==> src/rtl/popvar_pkg.sv <==
// ----------------------------------------------------------------------------
// popvar_pkg
// shared widths and parameter defaults for the population variance block
// ----------------------------------------------------------------------------
package popvar_pkg;

   // parameter defaults
   localparam int SAMPLE_WIDTH_DEF = 16;
   localparam int MAX_SAMPLES_DEF  = 65535;
   localparam int FRAC_BITS_DEF    = 8;

   // accumulator and result widths
   localparam int SUM_W = 32;
   localparam int SQ_W  = 47;
   localparam int CNT_W = 16;
   localparam int VAR_W = 38;

   // numerator n*s2 - s1^2 and denominator n*n
   localparam int NUM_W = 63;
   localparam int DEN_W = 32;

   // shared multiplier
   localparam int MUL_W  = 32;
   localparam int PROD_W = 2 * MUL_W;

   // result stream: variance, sum, count, zero fill to whole bytes
   localparam int RSP_FIELDS_W = VAR_W + SUM_W + CNT_W;
   localparam int RSP_DATA_W   = ((RSP_FIELDS_W + 7) / 8) * 8;

endpackage

==> src/rtl/popvar_div.sv <==
// ----------------------------------------------------------------------------
// popvar_div
// restoring divider, one quotient bit per cycle
// ----------------------------------------------------------------------------
module popvar_div #(
   parameter int DIVIDEND_W = 71
) (
   input  logic                         clock,
   input  logic                         reset,
   input  logic                         start,
   input  logic [DIVIDEND_W-1:0]        dividend,
   input  logic [popvar_pkg::DEN_W-1:0] divisor,
   output logic                         done,
   output logic [DIVIDEND_W-1:0]        quotient
);

   localparam int DEN_W = popvar_pkg::DEN_W;
   localparam int CW    = $clog2(DIVIDEND_W);

   logic                  busy_ff, busy_in;
   logic                  done_ff, done_in;
   logic [CW-1:0]         cnt_ff, cnt_in;
   logic [DEN_W-1:0]      rem_ff, rem_in;
   logic [DIVIDEND_W-1:0] quo_ff, quo_in;
   logic [DEN_W-1:0]      den_ff, den_in;

   logic [DEN_W:0]        shifted;
   logic [DEN_W+1:0]      trial;

   // shift the next dividend bit into the partial remainder and try a subtract
   always_comb begin
      shifted = {rem_ff, quo_ff[DIVIDEND_W-1]};
      trial   = {1'b0, shifted} - {2'b00, den_ff};

      busy_in = busy_ff;
      done_in = 1'b0;
      cnt_in  = cnt_ff;
      rem_in  = rem_ff;
      quo_in  = quo_ff;
      den_in  = den_ff;

      if (start) begin
         busy_in = 1'b1;
         cnt_in  = '0;
         rem_in  = '0;
         quo_in  = dividend;
         den_in  = divisor;
      end else if (busy_ff) begin
         if (trial[DEN_W+1]) begin
            rem_in = shifted[DEN_W-1:0];
            quo_in = {quo_ff[DIVIDEND_W-2:0], 1'b0};
         end else begin
            rem_in = trial[DEN_W-1:0];
            quo_in = {quo_ff[DIVIDEND_W-2:0], 1'b1};
         end
         cnt_in = cnt_ff + 1'b1;
         if (cnt_ff == CW'(DIVIDEND_W - 1)) begin
            busy_in = 1'b0;
            done_in = 1'b1;
         end
      end
   end

   always_ff @(posedge clock) begin
      if (reset) begin
         busy_ff <= 1'b0;
         done_ff <= 1'b0;
      end else begin
         busy_ff <= busy_in;
         done_ff <= done_in;
      end
      cnt_ff <= cnt_in;
      rem_ff <= rem_in;
      quo_ff <= quo_in;
      den_ff <= den_in;
   end

   assign done     = done_ff;
   assign quotient = quo_ff;

endmodule

==> src/rtl/population_variance.sv <==
// ----------------------------------------------------------------------------
// population_variance
// running count, sum and sum of squares with exact fixed-point variance
// ----------------------------------------------------------------------------
// usage
//   req channel: one signed sample per request, tlast marks the final one
//   of a set. rsp channel: one result per set, holding
//   floor(((n*s2 - s1^2) << FRAC_BITS) / n^2) saturated to 38 bits, the
//   sum and the count; tuser flags a set that had samples dropped because
//   the count had reached MAX_SAMPLES.
//   per sample: a sample that does not close a set is accepted, squared on
//   the shared 32x32 multiplier and accumulated before the next is taken.
//   per set: the closing sample is followed by four more passes through
//   the shared multiplier (s1^2, two halves of n*s2, n^2), a compare, then
//   the divider at one quotient bit per cycle, before the result is valid.
//   a set whose numerator is not positive skips the divider.
//   req_tready is high only while the sequencer is idle.
//   stall: the result sits in an output register; the next set's samples
//   are still taken, and only a second result waits until the first is
//   taken.
//   reset: synchronous, clears the accumulators, the sequencer and the
//   output valid; no clearing pass is needed.
// ----------------------------------------------------------------------------
module population_variance #(
   parameter int SAMPLE_WIDTH = popvar_pkg::SAMPLE_WIDTH_DEF,
   parameter int MAX_SAMPLES  = popvar_pkg::MAX_SAMPLES_DEF,
   parameter int FRAC_BITS    = popvar_pkg::FRAC_BITS_DEF
) (
   input  logic                                  clock,
   input  logic                                  reset,
   // request: sample in the low SAMPLE_WIDTH bits, zero fill above
   input  logic                                  req_tvalid,
   output logic                                  req_tready,
   input  logic [((SAMPLE_WIDTH+7)/8)*8-1:0]     req_tdata,
   input  logic                                  req_tlast,
   // response: variance_fixed, set_sum, set_count, zero fill
   output logic                                  rsp_tvalid,
   input  logic                                  rsp_tready,
   output logic [popvar_pkg::RSP_DATA_W-1:0]     rsp_tdata,
   // response user: overflowed
   output logic                                  rsp_tuser
);

   localparam int SW     = SAMPLE_WIDTH;
   localparam int SUM_W  = popvar_pkg::SUM_W;
   localparam int SQ_W   = popvar_pkg::SQ_W;
   localparam int CNT_W  = popvar_pkg::CNT_W;
   localparam int VAR_W  = popvar_pkg::VAR_W;
   localparam int NUM_W  = popvar_pkg::NUM_W;
   localparam int DEN_W  = popvar_pkg::DEN_W;
   localparam int MUL_W  = popvar_pkg::MUL_W;
   localparam int PROD_W = popvar_pkg::PROD_W;
   localparam int DIV_W  = NUM_W + FRAC_BITS;
   localparam int LO_W   = CNT_W + MUL_W;

   typedef enum logic [3:0] {
      ST_IDLE,
      ST_SQR,
      ST_ACC,
      ST_S1SQ,
      ST_NS2LO,
      ST_NS2HI,
      ST_NN,
      ST_CMP,
      ST_DIV,
      ST_DONE
   } state_type;

   state_type state_ff, state_in;

   // accumulators
   logic [SUM_W-1:0] sum_ff, sum_in;
   logic [SQ_W-1:0]  sq_ff, sq_in;
   logic [CNT_W-1:0] cnt_ff, cnt_in;
   logic             ovf_ff, ovf_in;

   // captured request
   logic [SW-1:0]    mag_ff, mag_in;
   logic [SUM_W-1:0] sext_ff, sext_in;
   logic             last_ff, last_in;
   logic             take_ff, take_in;

   // final arithmetic
   logic [PROD_W-1:0] prod_ff, prod_in;
   logic [NUM_W-1:0]  s1sq_ff, s1sq_in;
   logic [LO_W-1:0]   lo_ff, lo_in;
   logic [NUM_W-1:0]  ns2_ff, ns2_in;
   logic [VAR_W-1:0]  var_ff, var_in;

   // output register
   logic              rsp_valid_ff, rsp_valid_in;
   logic [VAR_W-1:0]  rsp_var_ff, rsp_var_in;
   logic [SUM_W-1:0]  rsp_sum_ff, rsp_sum_in;
   logic [CNT_W-1:0]  rsp_cnt_ff, rsp_cnt_in;
   logic              rsp_ovf_ff, rsp_ovf_in;

   logic [SW-1:0]     raw;
   logic [SUM_W-1:0]  s1_mag;
   logic [MUL_W-1:0]  mul_a, mul_b;
   logic [NUM_W:0]    diff;
   logic              div_start;
   logic [DIV_W-1:0]  div_dividend;
   logic              div_done;
   logic [DIV_W-1:0]  div_quotient;
   logic              req_fire;
   logic              rsp_fire;

   assign req_tready = (state_ff == ST_IDLE);
   assign req_fire   = req_tvalid && req_tready;
   assign rsp_fire   = rsp_valid_ff && rsp_tready;
   assign raw        = req_tdata[SW-1:0];

   // magnitude of the running sum, the most negative value maps to 2^31
   assign s1_mag = sum_ff[SUM_W-1] ? (~sum_ff + 1'b1) : sum_ff;

   // shared multiplier operand select
   always_comb begin
      mul_a = '0;
      mul_b = '0;
      case (state_ff)
         ST_SQR: begin
            mul_a = MUL_W'(mag_ff);
            mul_b = MUL_W'(mag_ff);
         end
         ST_S1SQ: begin
            mul_a = s1_mag;
            mul_b = s1_mag;
         end
         ST_NS2LO: begin
            mul_a = MUL_W'(cnt_ff);
            mul_b = sq_ff[MUL_W-1:0];
         end
         ST_NS2HI: begin
            mul_a = MUL_W'(cnt_ff);
            mul_b = MUL_W'(sq_ff[SQ_W-1:MUL_W]);
         end
         ST_NN: begin
            mul_a = MUL_W'(cnt_ff);
            mul_b = MUL_W'(cnt_ff);
         end
         default: begin
            mul_a = '0;
            mul_b = '0;
         end
      endcase
   end

   // n*s2 minus s1^2, the top bit is the borrow
   assign diff         = {1'b0, ns2_ff} - {1'b0, s1sq_ff};
   assign div_dividend = DIV_W'(diff[NUM_W-1:0]) << FRAC_BITS;
   assign div_start    = (state_ff == ST_CMP) && (cnt_ff != '0) &&
                         !diff[NUM_W] && (diff[NUM_W-1:0] != '0);

   popvar_div #(
      .DIVIDEND_W (DIV_W)
   ) u_div (
      .clock    (clock),
      .reset    (reset),
      .start    (div_start),
      .dividend (div_dividend),
      .divisor  (prod_ff[DEN_W-1:0]),
      .done     (div_done),
      .quotient (div_quotient)
   );

   // sequencer
   always_comb begin
      state_in     = state_ff;
      sum_in       = sum_ff;
      sq_in        = sq_ff;
      cnt_in       = cnt_ff;
      ovf_in       = ovf_ff;
      mag_in       = mag_ff;
      sext_in      = sext_ff;
      last_in      = last_ff;
      take_in      = take_ff;
      prod_in      = mul_a * mul_b;
      s1sq_in      = s1sq_ff;
      lo_in        = lo_ff;
      ns2_in       = ns2_ff;
      var_in       = var_ff;
      rsp_valid_in = rsp_valid_ff && !rsp_fire;
      rsp_var_in   = rsp_var_ff;
      rsp_sum_in   = rsp_sum_ff;
      rsp_cnt_in   = rsp_cnt_ff;
      rsp_ovf_in   = rsp_ovf_ff;

      case (state_ff)
         ST_IDLE: begin
            if (req_fire) begin
               // sign extension and magnitude of the raw sample
               sext_in  = {{(SUM_W-SW){raw[SW-1]}}, raw};
               mag_in   = raw[SW-1] ? (~raw + 1'b1) : raw;
               last_in  = req_tlast;
               take_in  = (cnt_ff < CNT_W'(MAX_SAMPLES));
               state_in = ST_SQR;
            end
         end
         ST_SQR: begin
            if (take_ff) begin
               sum_in = sum_ff + sext_ff;
               cnt_in = cnt_ff + 1'b1;
            end else begin
               ovf_in = 1'b1;
            end
            state_in = ST_ACC;
         end
         ST_ACC: begin
            if (take_ff) begin
               sq_in = sq_ff + prod_ff[SQ_W-1:0];
            end
            state_in = last_ff ? ST_S1SQ : ST_IDLE;
         end
         ST_S1SQ: begin
            state_in = ST_NS2LO;
         end
         ST_NS2LO: begin
            s1sq_in  = prod_ff[NUM_W-1:0];
            state_in = ST_NS2HI;
         end
         ST_NS2HI: begin
            lo_in    = prod_ff[LO_W-1:0];
            state_in = ST_NN;
         end
         ST_NN: begin
            // upper partial product lands 32 bits up
            ns2_in   = {prod_ff[NUM_W-MUL_W-1:0], {MUL_W{1'b0}}} + NUM_W'(lo_ff);
            state_in = ST_CMP;
         end
         ST_CMP: begin
            if (div_start) begin
               state_in = ST_DIV;
            end else begin
               // empty set or numerator not positive
               var_in   = '0;
               state_in = ST_DONE;
            end
         end
         ST_DIV: begin
            if (div_done) begin
               if (div_quotient[DIV_W-1:VAR_W] != '0) begin
                  var_in = '1;
               end else begin
                  var_in = div_quotient[VAR_W-1:0];
               end
               state_in = ST_DONE;
            end
         end
         ST_DONE: begin
            // load the output register once it is free, then start a new set
            if (!rsp_valid_ff || rsp_tready) begin
               rsp_valid_in = 1'b1;
               rsp_var_in   = var_ff;
               rsp_sum_in   = sum_ff;
               rsp_cnt_in   = cnt_ff;
               rsp_ovf_in   = ovf_ff;
               sum_in       = '0;
               sq_in        = '0;
               cnt_in       = '0;
               ovf_in       = 1'b0;
               state_in     = ST_IDLE;
            end
         end
         default: begin
            state_in = ST_IDLE;
         end
      endcase
   end

   always_ff @(posedge clock) begin
      if (reset) begin
         state_ff     <= ST_IDLE;
         sum_ff       <= '0;
         sq_ff        <= '0;
         cnt_ff       <= '0;
         ovf_ff       <= 1'b0;
         rsp_valid_ff <= 1'b0;
      end else begin
         state_ff     <= state_in;
         sum_ff       <= sum_in;
         sq_ff        <= sq_in;
         cnt_ff       <= cnt_in;
         ovf_ff       <= ovf_in;
         rsp_valid_ff <= rsp_valid_in;
      end
      mag_ff     <= mag_in;
      sext_ff    <= sext_in;
      last_ff    <= last_in;
      take_ff    <= take_in;
      prod_ff    <= prod_in;
      s1sq_ff    <= s1sq_in;
      lo_ff      <= lo_in;
      ns2_ff     <= ns2_in;
      var_ff     <= var_in;
      rsp_var_ff <= rsp_var_in;
      rsp_sum_ff <= rsp_sum_in;
      rsp_cnt_ff <= rsp_cnt_in;
      rsp_ovf_ff <= rsp_ovf_in;
   end

   assign rsp_tvalid = rsp_valid_ff;
   assign rsp_tdata  = popvar_pkg::RSP_DATA_W'({rsp_cnt_ff, rsp_sum_ff, rsp_var_ff});
   assign rsp_tuser  = rsp_ovf_ff;

endmodule

==> config.mk <==
export PLATFORM = sky130hd
export DESIGN_NAME = population_variance
export DESIGN_NICKNAME = d
export VERILOG_FILES = /design/src/rtl/popvar_pkg.sv /design/src/rtl/popvar_div.sv /design/src/rtl/population_variance.sv
export SDC_FILE = /design/constraint.sdc
export NUM_CORES = 2
export LEC_CHECK = 0
export ABC_CLOCK_PERIOD_IN_PS = 14700
export BUFFER_PORTS_ARGS = -buffer_cell sky130_fd_sc_hd__buf_2
export CAP_MARGIN = 20
export CELL_PAD_IN_SITES_DETAIL_PLACEMENT = 1
export CELL_PAD_IN_SITES_GLOBAL_PLACEMENT = 1
export CORE_AREA = 4 4 409 330
export DETAILED_ROUTE_END_ITERATION = 8
export DIE_AREA = 0 0 413 334
export PLACE_DENSITY = 0.88
export SETUP_SLACK_MARGIN = 0.15
export SLEW_MARGIN = 30
export SYNTH_ARGS = -nofsm -noshare
export SYNTH_HDL_FRONTEND = slang
export SYNTH_SLANG_ARGS = --single-unit
==> constraint.sdc <==
create_clock -name clock -period 14.7 [get_ports clock]
set_clock_uncertainty 0.15 [all_clocks]
set_input_delay 0.735 -clock clock [delete_from_list [all_inputs] [get_ports clock]]
set_output_delay 0.735 -clock clock [all_outputs]
set_load 0.03 [all_outputs]
==> results.toml <==
[status]
outcome = "complete, no violations"

[drt]
num_vias = 53347
drc = 0
viasPerCell = 6.150
wire_per_inst_um = 28.22
drtIter0Drc = 5417
ant_nets = 0
dr.pass1.iters = 7
wl_um = 244800

[worst_hold_path]
hold-path-endpoint = "last_ff$_DFFE_PP_"
hold_depth = 1
holdCritStartpoint = "req_tlast"
hold_path_class = "input pin to register"

[grt]
grt_max_degree = 81
track_usage_pct = 35.44
grt_pass1_wl_um = 367900
antenna_found_initial = 25
grt_pass1_vias = 58507
overflow = 0

[floorplanning]
row_count = 119
die_area_um2 = 137900
dieWidth_um = 413
core-area_um2 = 131000
io_pins = 112
initial_core_util_pct = 49.59
die_y_um = 334

[clocking]
root_buffer = "clkbuf_16"
tritoncts = "yes"
cts.path.max_buffers = 3
cts.htree.levels = 2
worstSkewPairLatency_ps = 690
clkSlewWorstSetupHoldPaths_ps = 70
numCtsBuffers = 61
post_cts_resized = 0
cts_hold_buf = 0
cts_sinks = 640
postCtsSetupBuffers = 0

[sta]
setup_viol = 0
final-max-slew-violation-count = 0
period_share_pct = 84.93
hold_viol = 0
hold_ws_ps = 133.3
post-route-min-period_ps = 12480
slew_headroom_pct = 28.76
max_freq_mhz = 80.10
rsz0062_at_grt = "false"
worst_slew_pin_slew_ps = 1069
fin_tns_setup_ps = 0

[critical_path]
crit_fanout = 15
cp_num_buf_inv = 5
slowest_stage = "a21oi_1"
ff2ff_path_depth = 37
rr_endpoint = "prod_ff[60]$_DFF_P_"
reg2reg_slack_ps = 2220
arrival_ps = 12880
slowest_delay_ps = 840
crit_path_start_kind = "register"
critPathCaptureType = "register"
path_delay_family = "adder cells"
crit_cells = 37
required_ps = 15100
r2r-start = "sum_ff[2]$_SDFFE_PP0P_"
worst-setup-path-type = "register to register"
path_common_cell = "fa_1"

[finish]
layout_commonest_cell = "inv_1"
regArea_um2 = 17090
drive_gt1_share_pct = 6.413
layout_common_cells = "inv_1 (1150), fa_1 (900), nand2_1 (841)"
fin_nets = 8229
fill_cells = 14819
area_growth_pct = 7.474
multiInputGateArea_um2 = 42680

[yosys]
synth-seq-area-share_pct = 26.30
syn_area_um2 = 64970
ys.flop_type = "edfxtp_1"
yosysWarnings = 0
synth_area_per_cell_um2 = 9.495
syn_inst = 6843
yosys.cell_types.count = 87
synth-edff-count = 427
synthArstFlopShare_pct = 0
synth_seq_cells = 640

[power]
p_per_area_nw_per_um2 = 63.71
ir_drop_uv = 97.94
p_leak_nw = 31.95

[placement]
io_buffers = 109
place_hpwl_um = 187300
routabilityCongestion = 1.015

[job]
maxCapViolCount = 0
## worst max path at each step
stage,from,slack (ps),to
final,sum_ff[2]$_SDFFE_PP0P_,2220,prod_ff[60]$_DFF_P_
after global routing,sum_ff[2]$_SDFFE_PP0P_,1790,prod_ff[60]$_DFF_P_
after CTS,sum_ff[2]$_SDFFE_PP0P_,2350,prod_ff[61]$_DFF_P_
after detailed placement,sum_ff[2]$_SDFFE_PP0P_,2440,prod_ff[61]$_DFF_P_
after global placement,sum_ff[2]$_SDFFE_PP0P_,2880,prod_ff[60]$_DFF_P_
after floorplan,state_ff[1]$_SDFFE_PP0P_,3890,prod_ff[60]$_DFF_P_
## layer usage
layer	up-vias	part of all wire, %	track usage, %
met1	27070	36	44.10
met5	-	0.040	0
met2	3156	45	55.02
li1	22139	-	-
met4	16	6.8	19.29
met3	966	12	11.30
## cell families after synthesis
logic type                 count (synthesis)  synth area share [%]
and+or+nand+nor                         1936                 12.79
other                                      2               0.01156
muxes                                     49                0.7607
AOI/OAI and AO/OA                       1117                 11.29
xor gates and xnor gates                 290                 3.909
adders and majority gates               1351                 36.42
buffers and inverters                   1458                 8.522
DFF                                      640                 26.30
## cell type report
type	count	area share, %
clock inverter	36	0.5035
sequential	640	24.47
antenna	12	0.04300
tap	1754	3.143
inverter	1155	6.212
clock buffer	78	2.320
multi-input combinational	4767	61.13
timing repair buffer	232	2.175
## per-stage QoR
step	util [%]	std cells	total power, mW	setup WS, ps	instance area [µm²]
2_1_floorplan	-	6865	2.487	3885	65050
3_3_place_gp	51.65	8542	2.773	2876	67680
3_5_place_dp	51.71	8544	2.825	2441	67750
4_1_cts	53.21	8658	4.418	2347	69720
5_1_grt	53.27	8662	4.584	1789	69800
6_report	53.29	8674	4.449	2215	69830
## sequential cells by signal, indices dropped and copies added (netlist names), 4 cells and up
register,count
s1sq_ff,63
rsp_sum_ff,32
sum_ff,32
u_div.den_ff,32
sq_ff,47
rsp_cnt_ff,16
state_ff,4
prod_ff,63
u_div.rem_ff,32
u_div.cnt_ff,7
cnt_ff,16
u_div.quotient,71
mag_ff,16
lo_ff,48
rsp_var_ff,38
ns2_ff,63
sext_ff,15
var_ff,38
## power by group
part | leakage [nW] | switching, mW | internal (mW)
sequential | 5.64 | 0.0724 | 1.96
clock | 0.956 | 0.769 | 0.843
combinational | 25.4 | 0.558 | 0.243
total | 32.0 | 1.40 | 3.05
## cell usage after synthesis, types with 35 or more instances
cell      number  area, µm²
nor2_1       653       2451
a22oi_1       54      405.4
or3_1         35      219.0
a21o_1       179       1344
nand4_1       41      256.5
nand2b_1      44      275.3
o21ai_0      231       1156
edfxtp_1     427      12820
fa_1         900      18020
nor2b_1       38      237.7
nor3_1        56      280.3
a21oi_1      281       1406
nand2_1      845       3172
clkbuf_1     265      994.7
dfxtp_1      213       4264
xor2_1       121       1060
mux2i_1       46      460.4
ha_1         451       5643
xnor2_1      169       1480
o21a_1        68      510.5
inv_1       1151       4320
nand3_1       83      415.4
## worst register-to-register path: cells and delay by family (launching register included)
family,cells,cell delay [ps]
and+or+nand+nor,10,3300
AOI/OAI and AO/OA,11,3130
xor gates and xnor gates,2,350
buffers and inverters,5,790
DFF,1,400
adders and majority gates,9,4280
Note: power is estimated with default switching activity, not from simulation.
